### src/design/cst_pkg.sv
// shared types and constants for the c subset tokenizer
// no dependencies; imported by cst_front, cst_back and c_subset_tokenizer
`timescale 1ns / 1ps

package cst_pkg;

  // result kinds
  localparam logic [4:0] K_EOF    = 5'd0;
  localparam logic [4:0] K_IDENT  = 5'd1;
  localparam logic [4:0] K_NUM    = 5'd2;
  localparam logic [4:0] K_INT    = 5'd3;
  localparam logic [4:0] K_LBRACE = 5'd9;
  localparam logic [4:0] K_RBRACE = 5'd10;
  localparam logic [4:0] K_LPAREN = 5'd11;
  localparam logic [4:0] K_RPAREN = 5'd12;
  localparam logic [4:0] K_SEMI   = 5'd13;
  localparam logic [4:0] K_PLUS   = 5'd14;
  localparam logic [4:0] K_MINUS  = 5'd15;
  localparam logic [4:0] K_STAR   = 5'd16;
  localparam logic [4:0] K_SLASH  = 5'd17;
  localparam logic [4:0] K_ASSIGN = 5'd18;
  localparam logic [4:0] K_EQ     = 5'd19;
  localparam logic [4:0] K_NE     = 5'd20;
  localparam logic [4:0] K_LT     = 5'd21;
  localparam logic [4:0] K_GT     = 5'd22;
  localparam logic [4:0] K_LE     = 5'd23;
  localparam logic [4:0] K_GE     = 5'd24;
  localparam logic [4:0] K_ICHAR  = 5'd25;
  localparam logic [4:0] K_ERR    = 5'd26;

  // command codes
  localparam logic CMD_CHAR = 1'b0;
  localparam logic CMD_END  = 1'b1;

  // source bytes
  localparam logic [7:0] CH_0      = 8'h30;
  localparam logic [7:0] CH_9      = 8'h39;
  localparam logic [7:0] CH_LA     = 8'h61;
  localparam logic [7:0] CH_LZ     = 8'h7A;
  localparam logic [7:0] CH_UA     = 8'h41;
  localparam logic [7:0] CH_UZ     = 8'h5A;
  localparam logic [7:0] CH_USCORE = 8'h5F;
  localparam logic [7:0] CH_NL     = 8'h0A;
  localparam logic [7:0] CH_SPACE  = 8'h20;
  localparam logic [7:0] CH_TAB    = 8'h09;
  localparam logic [7:0] CH_CR     = 8'h0D;
  localparam logic [7:0] CH_LBRACE = 8'h7B;
  localparam logic [7:0] CH_RBRACE = 8'h7D;
  localparam logic [7:0] CH_LPAREN = 8'h28;
  localparam logic [7:0] CH_RPAREN = 8'h29;
  localparam logic [7:0] CH_SEMI   = 8'h3B;
  localparam logic [7:0] CH_PLUS   = 8'h2B;
  localparam logic [7:0] CH_MINUS  = 8'h2D;
  localparam logic [7:0] CH_STAR   = 8'h2A;
  localparam logic [7:0] CH_SLASH  = 8'h2F;
  localparam logic [7:0] CH_EQUAL  = 8'h3D;
  localparam logic [7:0] CH_BANG   = 8'h21;
  localparam logic [7:0] CH_LESS   = 8'h3C;
  localparam logic [7:0] CH_GREAT  = 8'h3E;

  // keywords: int if else while print return, packed big-endian
  localparam int KW_NUM     = 6;
  localparam int KW_MAX_LEN = 6;
  localparam logic [47:0] KW_TEXT [KW_NUM] = '{
    48'h000000696E74, 48'h000000006966, 48'h0000656C7365,
    48'h007768696C65, 48'h007072696E74, 48'h72657475726E
  };
  localparam logic [2:0] KW_LEN [KW_NUM] = '{3'd3, 3'd2, 3'd4, 3'd5, 3'd5, 3'd6};

  typedef enum logic [3:0] {
    CL_SPACE, CL_NL, CL_DIGIT, CL_ALPHA, CL_PUNCT,
    CL_EQ, CL_BANG, CL_LT, CL_GT, CL_BAD
  } cls_e;

  typedef enum logic [7:0] {
    MODE_IDLE   = 8'b0000_0001,
    MODE_NUM    = 8'b0000_0010,
    MODE_IDENT  = 8'b0000_0100,
    MODE_EQ     = 8'b0000_1000,
    MODE_BANG   = 8'b0001_0000,
    MODE_LT     = 8'b0010_0000,
    MODE_GT     = 8'b0100_0000,
    MODE_SILENT = 8'b1000_0000
  } mode_e;

  // classified word between front and back
  typedef struct packed {
    logic       cmd;
    logic [7:0] ch;
    cls_e       cls;
    logic [4:0] pkind;
  } item_t;

  typedef struct packed {
    logic [4:0]  kind;
    logic [31:0] number;
    logic [7:0]  text_char;
    logic [15:0] line;
    logic        last;
  } res_t;

endpackage

### src/design/cst_fifo.sv
// small register queue with push/full and pop/empty sides
// no dependencies; used by cst_front and cst_back
`timescale 1ns / 1ps

module cst_fifo #(
  parameter int Width = 8,
  parameter int Depth = 2
) (
  input  logic             clk_i,
  input  logic             rst_ni,
  input  logic             push_i,
  input  logic [Width-1:0] wdata_i,
  output logic             full_o,
  input  logic             pop_i,
  output logic [Width-1:0] rdata_o,
  output logic             empty_o
);

  localparam int AW = (Depth > 1) ? $clog2(Depth) : 1;
  localparam int CW = $clog2(Depth + 1);
  localparam logic [AW-1:0] LastIdx = AW'(Depth - 1);
  localparam logic [CW-1:0] DepthC  = CW'(Depth);

  logic [Width-1:0] mem_q [Depth];
  logic [AW-1:0]    wptr_q, rptr_q;
  logic [CW-1:0]    cnt_q;
  logic             push_en, pop_en;

  assign full_o  = (cnt_q == DepthC);
  assign empty_o = (cnt_q == '0);
  assign push_en = push_i && !full_o;
  assign pop_en  = pop_i && !empty_o;
  assign rdata_o = mem_q[rptr_q];

  always_ff @(posedge clk_i or negedge rst_ni) begin
    if (!rst_ni) begin
      wptr_q <= '0;
      rptr_q <= '0;
      cnt_q  <= '0;
    end else begin
      if (push_en) wptr_q <= (wptr_q == LastIdx) ? '0 : wptr_q + 1'b1;
      if (pop_en)  rptr_q <= (rptr_q == LastIdx) ? '0 : rptr_q + 1'b1;
      if (push_en && !pop_en) cnt_q <= cnt_q + 1'b1;
      else if (pop_en && !push_en) cnt_q <= cnt_q - 1'b1;
    end
  end

  always_ff @(posedge clk_i) begin
    if (push_en) mem_q[wptr_q] <= wdata_i;
  end

endmodule

### src/design/cst_front.sv
// front end: classifies each source byte and queues the word for the scanner
// depends on cst_pkg and cst_fifo
`timescale 1ns / 1ps

module cst_front import cst_pkg::*; (
  input  logic       clk_i,
  input  logic       rst_ni,
  input  logic       push_i,
  input  logic       cmd_i,
  input  logic [7:0] ch_i,
  output logic       full_o,
  input  logic       pop_i,
  output item_t      item_o,
  output logic       empty_o
);

  item_t item_d;

  always_comb begin
    item_d.cmd   = cmd_i;
    item_d.ch    = ch_i;
    item_d.pkind = K_EOF;
    item_d.cls   = CL_BAD;
    if (ch_i >= CH_0 && ch_i <= CH_9) begin
      item_d.cls = CL_DIGIT;
    end else if ((ch_i >= CH_LA && ch_i <= CH_LZ) || (ch_i >= CH_UA && ch_i <= CH_UZ) ||
                 ch_i == CH_USCORE) begin
      item_d.cls = CL_ALPHA;
    end else begin
      unique case (ch_i)
        CH_NL:     item_d.cls = CL_NL;
        CH_SPACE, CH_TAB, CH_CR: item_d.cls = CL_SPACE;
        CH_EQUAL:  item_d.cls = CL_EQ;
        CH_BANG:   item_d.cls = CL_BANG;
        CH_LESS:   item_d.cls = CL_LT;
        CH_GREAT:  item_d.cls = CL_GT;
        CH_LBRACE: begin item_d.cls = CL_PUNCT; item_d.pkind = K_LBRACE; end
        CH_RBRACE: begin item_d.cls = CL_PUNCT; item_d.pkind = K_RBRACE; end
        CH_LPAREN: begin item_d.cls = CL_PUNCT; item_d.pkind = K_LPAREN; end
        CH_RPAREN: begin item_d.cls = CL_PUNCT; item_d.pkind = K_RPAREN; end
        CH_SEMI:   begin item_d.cls = CL_PUNCT; item_d.pkind = K_SEMI; end
        CH_PLUS:   begin item_d.cls = CL_PUNCT; item_d.pkind = K_PLUS; end
        CH_MINUS:  begin item_d.cls = CL_PUNCT; item_d.pkind = K_MINUS; end
        CH_STAR:   begin item_d.cls = CL_PUNCT; item_d.pkind = K_STAR; end
        CH_SLASH:  begin item_d.cls = CL_PUNCT; item_d.pkind = K_SLASH; end
        default:   item_d.cls = CL_BAD;
      endcase
    end
  end

  cst_fifo #(
    .Width($bits(item_t)),
    .Depth(2)
  ) u_queue (
    .clk_i  (clk_i),
    .rst_ni (rst_ni),
    .push_i (push_i),
    .wdata_i(item_d),
    .full_o (full_o),
    .pop_i  (pop_i),
    .rdata_o(item_o),
    .empty_o(empty_o)
  );

endmodule

### src/design/cst_back.sv
// back end: scanner state machine, emits up to two results per word
// depends on cst_pkg and cst_fifo
`timescale 1ns / 1ps

module cst_back import cst_pkg::*; #(
  parameter int MAX_IDENT_CHARS = 31
) (
  input  logic  clk_i,
  input  logic  rst_ni,
  input  item_t item_i,
  input  logic  item_empty_i,
  output logic  item_pop_o,
  input  logic  pop_i,
  output res_t  res_o,
  output logic  empty_o
);

  localparam int LenW = $clog2(MAX_IDENT_CHARS + 1);
  localparam logic [LenW-1:0] MaxLen = LenW'(MAX_IDENT_CHARS);
  localparam logic [LenW-1:0] KwLen  = LenW'(KW_MAX_LEN);

  mode_e           mode_q, mode_d, f_mode;
  logic [31:0]     acc_q, acc_d, f_acc;
  logic [LenW-1:0] ilen_q, ilen_d, f_ilen;
  logic [47:0]     kwin_q, kwin_d, f_kwin;
  logic [15:0]     line_q, line_d, f_line;
  logic [15:0]     tline_q, tline_d, f_tline;
  logic            phase_q, phase_d;

  res_t f_res, close_res, tail_res, wr_res;
  logic f_v, close_v, tail_v;
  logic [4:0] id_kind;
  logic wr_last, out_full, out_push, item_valid;

  assign item_valid = !item_empty_i;

  // keyword match on the closing identifier
  always_comb begin
    id_kind = K_IDENT;
    for (int i = KW_NUM - 1; i >= 0; i--) begin
      if (ilen_q == LenW'(KW_LEN[i]) && kwin_q == KW_TEXT[i]) id_kind = K_INT + 5'(i);
    end
  end

  // start of a new token from this byte
  always_comb begin
    f_mode  = MODE_IDLE;
    f_acc   = acc_q;
    f_ilen  = ilen_q;
    f_kwin  = kwin_q;
    f_line  = line_q;
    f_tline = line_q;
    f_v     = 1'b0;
    f_res   = '0;
    f_res.line = line_q;
    unique case (item_i.cls)
      CL_NL:    if (line_q != 16'hFFFF) f_line = line_q + 16'd1;
      CL_SPACE: ;
      CL_DIGIT: begin
        f_mode = MODE_NUM;
        f_acc  = {28'd0, item_i.ch[3:0]};
      end
      CL_ALPHA: begin
        f_mode = MODE_IDENT;
        f_ilen = LenW'(1);
        f_kwin = {40'd0, item_i.ch};
        f_v    = 1'b1;
        f_res.kind      = K_ICHAR;
        f_res.text_char = item_i.ch;
      end
      CL_PUNCT: begin
        f_v        = 1'b1;
        f_res.kind = item_i.pkind;
      end
      CL_EQ:   f_mode = MODE_EQ;
      CL_BANG: f_mode = MODE_BANG;
      CL_LT:   f_mode = MODE_LT;
      CL_GT:   f_mode = MODE_GT;
      default: begin
        f_mode     = MODE_SILENT;
        f_v        = 1'b1;
        f_res.kind = K_ERR;
      end
    endcase
  end

  always_comb begin
    mode_d  = mode_q;
    acc_d   = acc_q;
    ilen_d  = ilen_q;
    kwin_d  = kwin_q;
    line_d  = line_q;
    tline_d = tline_q;
    close_v = 1'b0;
    tail_v  = 1'b0;
    close_res = '0;
    close_res.line = tline_q;
    tail_res  = '0;
    tail_res.line  = tline_q;
    if (item_i.cmd == CMD_END) begin
      close_v = 1'b1;
      unique case (mode_q)
        MODE_NUM: begin
          close_res.kind   = K_NUM;
          close_res.number = acc_q;
        end
        MODE_IDENT: close_res.kind = id_kind;
        MODE_EQ:    close_res.kind = K_ASSIGN;
        MODE_LT:    close_res.kind = K_LT;
        MODE_GT:    close_res.kind = K_GT;
        MODE_BANG:  close_res.kind = K_ERR;
        default:    close_v = 1'b0;
      endcase
      tail_v        = 1'b1;
      tail_res.kind = K_EOF;
      tail_res.line = line_q;
      mode_d  = MODE_IDLE;
      acc_d   = '0;
      ilen_d  = '0;
      kwin_d  = '0;
      line_d  = 16'd1;
      tline_d = 16'd1;
    end else begin
      unique case (mode_q)
        MODE_SILENT: ;
        MODE_NUM: begin
          if (item_i.cls == CL_DIGIT) begin
            // times ten as two shifts and an add
            acc_d = (acc_q << 3) + (acc_q << 1) + {28'd0, item_i.ch[3:0]};
          end else begin
            close_v          = 1'b1;
            close_res.kind   = K_NUM;
            close_res.number = acc_q;
          end
        end
        MODE_IDENT: begin
          if (item_i.cls == CL_ALPHA || item_i.cls == CL_DIGIT) begin
            if (ilen_q < MaxLen) begin
              tail_v             = 1'b1;
              tail_res.kind      = K_ICHAR;
              tail_res.text_char = item_i.ch;
              if (ilen_q < KwLen) kwin_d = {kwin_q[39:0], item_i.ch};
              ilen_d = ilen_q + 1'b1;
            end
          end else begin
            close_v        = 1'b1;
            close_res.kind = id_kind;
          end
        end
        MODE_EQ, MODE_LT, MODE_GT: begin
          close_v = 1'b1;
          if (item_i.cls == CL_EQ) begin
            close_res.kind = (mode_q == MODE_EQ) ? K_EQ : (mode_q == MODE_LT) ? K_LE : K_GE;
            mode_d = MODE_IDLE;
          end else begin
            close_res.kind = (mode_q == MODE_EQ) ? K_ASSIGN :
                             (mode_q == MODE_LT) ? K_LT : K_GT;
          end
        end
        MODE_BANG: begin
          close_v = 1'b1;
          if (item_i.cls == CL_EQ) begin
            close_res.kind = K_NE;
            mode_d = MODE_IDLE;
          end else begin
            close_res.kind = K_ERR;
            mode_d = MODE_SILENT;
          end
        end
        default: ;
      endcase
      // the closing byte starts the next token, unless it was consumed above
      if ((mode_q == MODE_IDLE) ||
          (mode_q == MODE_NUM && item_i.cls != CL_DIGIT) ||
          (mode_q == MODE_IDENT && item_i.cls != CL_ALPHA && item_i.cls != CL_DIGIT) ||
          ((mode_q == MODE_EQ || mode_q == MODE_LT || mode_q == MODE_GT) &&
           item_i.cls != CL_EQ)) begin
        mode_d   = f_mode;
        acc_d    = f_acc;
        ilen_d   = f_ilen;
        kwin_d   = f_kwin;
        line_d   = f_line;
        tline_d  = f_tline;
        tail_v   = f_v;
        tail_res = f_res;
      end
    end
  end

  // the close result, if any, is sent first, then the tail
  always_comb begin
    wr_last = phase_q || !(close_v && tail_v);
    wr_res  = (phase_q || !close_v) ? tail_res : close_res;
    wr_res.last = wr_last;
    out_push   = 1'b0;
    item_pop_o = 1'b0;
    phase_d    = phase_q;
    if (item_valid) begin
      if (!close_v && !tail_v) begin
        item_pop_o = 1'b1;
      end else if (!out_full) begin
        out_push   = 1'b1;
        item_pop_o = wr_last;
        phase_d    = !wr_last;
      end
    end
  end

  always_ff @(posedge clk_i or negedge rst_ni) begin
    if (!rst_ni) begin
      mode_q  <= MODE_IDLE;
      acc_q   <= '0;
      ilen_q  <= '0;
      kwin_q  <= '0;
      line_q  <= 16'd1;
      tline_q <= 16'd1;
      phase_q <= 1'b0;
    end else begin
      phase_q <= phase_d;
      if (item_pop_o) begin
        mode_q  <= mode_d;
        acc_q   <= acc_d;
        ilen_q  <= ilen_d;
        kwin_q  <= kwin_d;
        line_q  <= line_d;
        tline_q <= tline_d;
      end
    end
  end

  cst_fifo #(
    .Width($bits(res_t)),
    .Depth(2)
  ) u_out (
    .clk_i  (clk_i),
    .rst_ni (rst_ni),
    .push_i (out_push),
    .wdata_i(wr_res),
    .full_o (out_full),
    .pop_i  (pop_i),
    .rdata_o(res_o),
    .empty_o(empty_o)
  );

endmodule

### src/design/c_subset_tokenizer.sv
// top level of the c subset tokenizer: front classifier, scanner back end
// depends on cst_pkg, cst_fifo, cst_front and cst_back
`timescale 1ns / 1ps

// channel  handshake     payload
// source   push / full   cmd_i, ch_i
// tokens   pop / empty   kind_o, number_o, text_char_o, line_o, last_o
//
// a word giving one result or none is popped with that write; one giving two writes
// close then tail, as the scanner makes a single result write per cycle while the token queue has room
// a two-entry queue on each side lets source and token sides stall on their own
// after reset the line count is one and the scanner is idle; no clearing pass

module c_subset_tokenizer import cst_pkg::*; #(
  parameter int MAX_IDENT_CHARS = 31
) (
  input  logic        clk_i,
  input  logic        rst_ni,
  input  logic        push,
  output logic        full,
  input  logic        cmd_i,
  input  logic [7:0]  ch_i,
  output logic        empty,
  input  logic        pop,
  output logic [4:0]  kind_o,
  output logic [31:0] number_o,
  output logic [7:0]  text_char_o,
  output logic [15:0] line_o,
  output logic        last_o
);

  item_t item;
  logic  item_empty, item_pop;
  res_t  res;

  cst_front u_front (
    .clk_i  (clk_i),
    .rst_ni (rst_ni),
    .push_i (push),
    .cmd_i  (cmd_i),
    .ch_i   (ch_i),
    .full_o (full),
    .pop_i  (item_pop),
    .item_o (item),
    .empty_o(item_empty)
  );

  cst_back #(
    .MAX_IDENT_CHARS(MAX_IDENT_CHARS)
  ) u_back (
    .clk_i       (clk_i),
    .rst_ni      (rst_ni),
    .item_i      (item),
    .item_empty_i(item_empty),
    .item_pop_o  (item_pop),
    .pop_i       (pop),
    .res_o       (res),
    .empty_o     (empty)
  );

  assign kind_o      = res.kind;
  assign number_o    = res.number;
  assign text_char_o = res.text_char;
  assign line_o      = res.line;
  assign last_o      = res.last;

endmodule
### config.mk
export PLATFORM = sky130hd
export DESIGN_NAME = c_subset_tokenizer
export DESIGN_NICKNAME = d
export VERILOG_FILES = /design/src/design/cst_pkg.sv /design/src/design/cst_fifo.sv /design/src/design/cst_front.sv /design/src/design/cst_back.sv /design/src/design/c_subset_tokenizer.sv
export SDC_FILE = /design/constraint.sdc
export NUM_CORES = 1
export LEC_CHECK = 0
export BUFFER_PORTS_ARGS = -buffer_cell sky130_fd_sc_hd__buf_2
export CAP_MARGIN = 20
export CORE_ASPECT_RATIO = 0.6
export CORE_MARGIN = 1.5
export CORE_UTILIZATION = 45
export CTS_CLUSTER_SIZE = 40
export DETAILED_ROUTE_END_ITERATION = 10
export PLACE_DENSITY = 0.67
export SYNTH_ARGS = -nofsm -noshare
export SYNTH_HDL_FRONTEND = slang
export SYNTH_HIERARCHICAL = 1
export SYNTH_SLANG_ARGS = --single-unit
### constraint.sdc
create_clock -name clk_i -period 8.9 [get_ports clk_i]
set_input_delay 0.445 -clock clk_i [delete_from_list [all_inputs] [get_ports clk_i]]
set_output_delay 0.445 -clock clk_i [all_outputs]
set_load 0.05 [all_outputs]
==> metrics.csv <==
metric;value;unit
routabilityCongestion;0.927;
p_per_area;376;mW/mm^2
start_util;45.9;%
status;finished, final reports clean;
seq_area;0.00817;mm^2
postSynth.asyncResetShare;45.6;%
cts.sinks;294;
placed_cells;1784;
cp.depth;10;
critPathBufInv;1;
first_pass_iters;5;
drc_errors;0;
r2r_start;u_front/u_queue/rptr_q$_DFFE_PN0P_;
die_h;147;um
switching_share;44.4;%
clock_skew;14.6;ps
nFillCells;2992;
fmax;198;MHz
finalSetupViolations;0;
p_sw;2.86;mW
synth_area;0.0155;mm^2
routed_via_density;5.80;
hold_path_class;in2reg;
avgRoutedWirePerCell;19.2;um
cp_top_family;simple AND/OR/NAND/NOR gates;
rows;52;
max_stage_delay;990;ps
seq_area_frac_synth;52.5;%
avgSynthCellArea;11.8;um^2
synth.distinct_cells;82;
clkPwrFrac;19.2;%
overflow;0;
slowest_stage;dfrtp_1;
rsz0062_at_grt;false;
antenna_found_initial;0;
crit_end;u_back/u_out/mem_q[1][38]$_DFFE_PP_;
grt_max_degree;76;
fin_tns_setup;0;ps
worstPathRequired;9090;ps
fin_cells;1839;
fin_crit;5050;ps
dpl_cell_area;0.0161;mm^2
critPathKind;reg2reg;
layout_commonest_cell;edfxtp_1;
pre_cts_slack;3780;ps
ys_ff_latch;294;
dieArea;0.0357;mm^2
fin_ws;3850;ps
vdd_drop_max;0.218;mV
dp_hpwl;23900;um
startpoint;u_front/u_queue/rptr_q$_DFFE_PN0P_;
clk_pin_slew;70;ps
cp_cell_sequence;mux2_4 > nand2b_1 > or2_2 > nor3_2 > nor3_2 > nor2_1 > nor2_1 > a211oi_1 > and3_2 > buf_4;
cts_buffers;28;
syn-instance-count;1312;
antenna_left;0;
clock_path_buffers;3;
relSlewSlack;28.7;%
total_power;6.44;mW
synth_edf_count;160;
drv_cap;0;
clk_latency;560;ps
multiInputGateArea;0.00683;mm^2
reg2reg_depth;10;
tightest_slew;1070;ps
stdcell_area;0.0171;mm^2
worstSetupEndpointType;register;
nets;1437;
crit_fanout;38;
cts_tree;built;
comb_power_share;46.8;%
arrival;5230;ps
ios;77;
fin_util;50.6;%
synthToLayoutAreaGrowth;10.1;%
via_count;10659;
grt_pass1_vias;9961;
grt.total_usage;19.7;%
r2r_slack;3850;ps
synth_nets;1392;
die_w;243;um
p_leak;7.30;nW
wl;35300;um
seqPwrFrac;34.0;%
cp-start-kind;register;
fin_crit_sh;56.7;%
drive_above_1_share;18.9;%
synth_flop_cell;edfxtp_1;
final_cell_mix;edfxtp_1, dfrtp_1, nand2_1, buf_2, mux2_4;
synth_warnings;6;
cts_max_level;1;
worst_hold_slack;79.2;ps
drv_slew;0;
design.core.area;0.0338;mm^2
p_int;3.58;mW
postCtsSetupRepairBufs;0;
ctsRootBufferMaster;clkbuf_16;
drt_iter0_markers;983;
portBuffers;76;
r2r_end;u_back/u_out/mem_q[1][38]$_DFFE_PP_;
hold_viol;0;
grt_pass1_wl;56600;um
repair_timing:
item                                   4_1_cts  5_1_grt
gates resized for setup                      0        0
endpoints found under the hold margin       72        0
hold buffers                                 1        0
synth_stat cells, drive strengths merged (11+ instances only):
master	n	share of area, %
o31ai	28	1.4
ha	65	5.2
and3	45	1.8
nor3	35	1.2
nand2b	11	0.44
buf	42	2.3
o21ai	77	2.5
nand2	122	3.0
nor4	14	0.64
a22o	57	3.2
xnor2	23	1.3
nor2	68	1.7
nand4	16	0.64
dfrtp	131	21
a21oi	57	1.8
nand3	29	0.93
xor2	16	0.90
edfxtp	160	31
inv	26	0.63
mux2	95	8.5
clkbuf	30	0.73
a21o	20	0.97
flip-flops by register name, indices dropped and copies added (netlist names):
| register | count |
|---|---|
| u_back/u_out/mem_q | 124 |
| u_back/kwin_q | 48 |
| u_front/u_queue/mem_q | 36 |
| u_back/acc_q | 32 |
| u_back/f_tline | 16 |
| u_back/tline_q | 16 |
| u_back/mode_q | 8 |
| u_back/ilen_q | 5 |
| u_back/u_out/cnt_q | 2 |
| u_front/u_queue/cnt_q | 2 |
| u_back/phase_q | 1 |
| u_back/u_out/rptr_q | 1 |
| u_back/u_out/wptr_q | 1 |
| u_front/u_queue/rptr_q | 1 |
| u_front/u_queue/wptr_q | 1 |
power by group through the flow:
stage,Combinational (mW),Clock [mW],Sequential (mW)
2_1_floorplan,2.53,0,2.10
3_3_place_gp,2.97,0,2.20
3_5_place_dp,3.00,0,2.22
4_1_cts,3.02,1.27,2.19
5_1_grt,3.22,1.31,2.24
6_report,3.01,1.24,2.19
worst min path at each step:
stage,cells past startpoint,start,endpoint
2_1_floorplan,0,rst_ni,u_back/acc_q[0]$_DFFE_PN0P_
3_3_place_gp,2,u_back/acc_q[31]$_DFFE_PN0P_,u_back/acc_q[31]$_DFFE_PN0P_
3_5_place_dp,2,u_back/acc_q[31]$_DFFE_PN0P_,u_back/acc_q[31]$_DFFE_PN0P_
4_1_cts,1,cmd_i,u_front/u_queue/mem_q[0][17]$_DFFE_PP_
5_1_grt,1,cmd_i,u_front/u_queue/mem_q[0][17]$_DFFE_PP_
6_report,1,cmd_i,u_front/u_queue/mem_q[0][17]$_DFFE_PP_
metal layers:
metal | wire (um) | vias to the layer above | part of all wire, % | GRT usage [%]
met1 | 18100 | 5221 | 51 | 31.9
li1 | - | 5056 | - | -
met3 | 2220 | 48 | 6.3 | 3.82
met5 | 0 | - | 0 | 0
met4 | 526 | 0 | 1.5 | 3.29
met2 | 14400 | 334 | 41 | 27.3
cells by family after synthesis:
family | share of synthesized area, %
simple gates | 13.3
buf+inv | 3.66
flops | 52.5
xor+xnor | 2.20
compound gates | 14.0
mux | 8.85
fa+ha+maj | 5.49
area by class of cell:
cell class / count / share of cell area, %
flip-flops and latches: 294 / 47.7
multi-input cells: 919 / 39.9
clock buffers: 36 / 4.64
well taps: 459 / 3.36
repair buffers: 87 / 2.80
clock inverters: 16 / 0.944
inverters: 27 / 0.592
diodes: 1 / 0.0146
No activity file was read; power rests on OpenSTA's default activity.
